[src/rtl/plb_ram.sv]
`timescale 1ns / 1ps
// generic single write port ram with registered read
module plb_ram #(
   parameter int WIDTH  = 8,
   parameter int DEPTH  = 2,
   parameter int ADDR_W = (DEPTH > 1) ? $clog2(DEPTH) : 1
) (
   input  logic              clock,
   input  logic              wr_en,
   input  logic [ADDR_W-1:0] wr_addr,
   input  logic [WIDTH-1:0]  wr_data,
   input  logic              rd_en,
   input  logic [ADDR_W-1:0] rd_addr,
   output logic [WIDTH-1:0]  rd_data
);

   logic [WIDTH-1:0] mem [DEPTH];

   always_ff @(posedge clock) begin
      if (wr_en) begin
         mem[wr_addr] <= wr_data;
      end
      if (rd_en) begin
         rd_data <= mem[rd_addr];
      end
   end

endmodule

[config.mk]
export PLATFORM = sky130hd
export DESIGN_NAME = plb_ram
export DESIGN_NICKNAME = d
export VERILOG_FILES = /design/src/rtl/plb_ram.sv
export SDC_FILE = /design/constraint.sdc
export NUM_CORES = 1
export LEC_CHECK = 0
export BUFFER_PORTS_ARGS = -buffer_cell sky130_fd_sc_hd__buf_2
export CAP_MARGIN = 20
export CORE_MARGIN = 2
export CORE_UTILIZATION = 50
export DETAILED_ROUTE_END_ITERATION = 7
export PLACE_DENSITY = 0.74
export SETUP_SLACK_MARGIN = 0.1
export SLEW_MARGIN = 40
export SYNTH_ARGS = -nofsm -noshare
export SYNTH_HDL_FRONTEND = slang
export SYNTH_SLANG_ARGS = --single-unit
export TNS_END_PERCENT = 100
[constraint.sdc]
create_clock -name clock -period 1.1 [get_ports clock]
set_input_delay 0.11 -clock clock [delete_from_list [all_inputs] [get_ports clock]]
set_output_delay 0.11 -clock clock [all_outputs]
set_load 0.02 [all_outputs]
==> flow_summary.toml <==
[job]
maxCapViolations = 0

[hold_path]
hp-class = "primary input to flop"

[power_and_ir_drop]
ir_drop_mv = 0.687
powerDensity_nw_per_um2 = 1490
p_total_uw = 1640
power.leakage_uw = 0.000436

[timing]
finalHoldViolCount = 0
max_freq_mhz = 1040
worst_pin_slew_ps = 372
hold_ws_ps = 135
rsz0062_at_grt = "yes"
period_minus_slack_ps = 966
worst_slack_ps = 134
report.final.setup_viol = 0
period_share_pct = 87.8
fin_setup_tns_ps = 0
finalClockSkew_ps = 0.586
maxSlewViolCount = 0
slew_headroom_pct = 75.2

[final_layout]
final_nets = 81
stdcell_area_um2 = 1100
final_common_cell = "edfxtp_1"
drive_above_1_share_pct = 47.8
final_cell_mix = "edfxtp_1 (24), buf_2 (18), mux2_4 (8), dlygate4sd3_1 (8), clkbuf_4 (3)"
n_fill_cell = 121
num_antenna_cells = 0
area_growth_pct = 27.4

[floorplan]
start_util_pct = 51.8
die_w_um = 45.6
io_pins = 21
placeableCoreArea_um2 = 1670
rows = 15
die_h_um = 45.6
dieArea_um2 = 2080

[yosys]
synthCells = 35
yosysSeqAreaShare_pct = 83.4
synth_cell_types = 5
syn_area_um2 = 865
synth.avg_cell_area_um2 = 24.7
yosys_warnings = 0
syn_nets = 48
synth_seq_cells = 24

[critical_path]
worstReg2RegStart = "mem[0][0]$_DFFE_PP_"
max_stage_delay_ps = 410
worstPathRequired_ps = 990
crit_type = "flop to output port"
worstPathMaxFanout = 1
cp.depth = 1
cp.buffers_inverters = 1
cp_cell_sequence = "buf_6"
rr_endpoint = "rd_data[0]$_DFFE_PP_"
crit_path_start = "rd_data[3]$_DFFE_PP_"
r2r_slack_ps = 190
reg2regPathDepth = 1
startpoint_type = "flop"
path_delay_family = "flip-flops"
cp-end-kind = "output port"
crit_arrival_ps = 860
crit_path_end = "rd_data[3]"
cpMaxStageDelayCell = "edfxtp_1"

[placement]
gp_congestion = 0.632
place_area_um2 = 982
port_buffers = 20
dp_slack_ps = 154

[routing]
wl_per_cell_um = 14.0
routed_wl_um = 1170
routed-via-count = 405
route.detailed.drc = 0
drt-initial-drc-count = 16
drt_first_pass_iters = 2
ant_nets = 0
vias_per_cell = 4.82

[clocking]
clockBufferDepth = 2
cts_made_buffers = 3
cts_max_level = 1
ctsRootBufferMaster = "clkbuf_4"
cts_tree = "built"
path_clk_slew_ps = 120
clock_sinks = 24
clk_latency_ps = 300

[outcome]
status = "completed"

[global_routing]
grt.overflow.total = 0
grt_max_degree = 14
grt_pass1_vias = 450
antenna_found_initial = 0
grt_pass1_wl_um = 1750
globalRouteTotalUtil_pct = 12.3
[area by class of cell]
type,count,area [um2],share of cell area [%]
Tap cell,17,21.3,1.93
Multi-Input combinational cell,10,133,12.0
Sequential cell,24,721,65.5
Clock inverter,1,3.75,0.341
Timing Repair Buffer,29,200,18.2
Clock buffer,3,22.5,2.05
[worst min-delay path by stage]
stage | from | endpoint | slack, ps | cells past startpoint
2_1_floorplan | wr_data[0] | mem[0][0]$_DFFE_PP_ | 210 | 0
3_3_place_gp | wr_data[4] | mem[0][4]$_DFFE_PP_ | 300 | 1
3_5_place_dp | wr_data[4] | mem[0][4]$_DFFE_PP_ | 300 | 1
4_1_cts | rd_en | rd_data[7]$_DFFE_PP_ | 130 | 1
5_1_grt | rd_en | rd_data[3]$_DFFE_PP_ | 140 | 1
6_report | rd_en | rd_data[2]$_DFFE_PP_ | 140 | 1
[registers in the layout (all words and copies together), names as in the netlist]
signal   count
mem         16
rd_data      8
[per-layer routing]
metal	global-route usage (%)	vias to the layer above	share of wire (%)
li1	-	200	-
met1	11.3	184	39
met2	25.1	19	55
met3	2.38	2	5.3
met4	5.29	0	0.85
met5	0	-	0
[where the power goes]
part           switching (uW)  internal, uW  total (uW)
Clock                     237           132         370
Combinational            77.6          96.6         174
Sequential               16.3          1080        1100
[logic make-up (layout without fill, tap and decap cells)]
kind of cell	after synthesis	after routing	share of synthesized area, %
muxes	8	8	13.9
and+or+nand+nor	2	2	1.45
DFF	24	24	83.4
buffers and inverters	1	33	1.30
[cells in the mapped netlist, drive strengths merged]
cell / count / area, um2
and2: 1 / 6.26
nor2b: 1 / 6.26
buf: 1 / 11.3
edfxtp: 24 / 721
mux2: 8 / 120
[repair_timing]
action / CTS / global route
hold endpoints to repair: 16 / 0
setup endpoints to repair: 0 / 2
hold buffers: 8 / 0
buffers inserted: 0 / 0
resized for setup: 0 / 4
[stage by stage]
stage          std cells  util [%]
6_report              84      65.9
2_1_floorplan         35         -
5_1_grt               84      65.9
4_1_cts               84      65.2
3_5_place_dp          72      58.8
3_3_place_gp          72      58.8
Power figures use the tool's default switching activity.
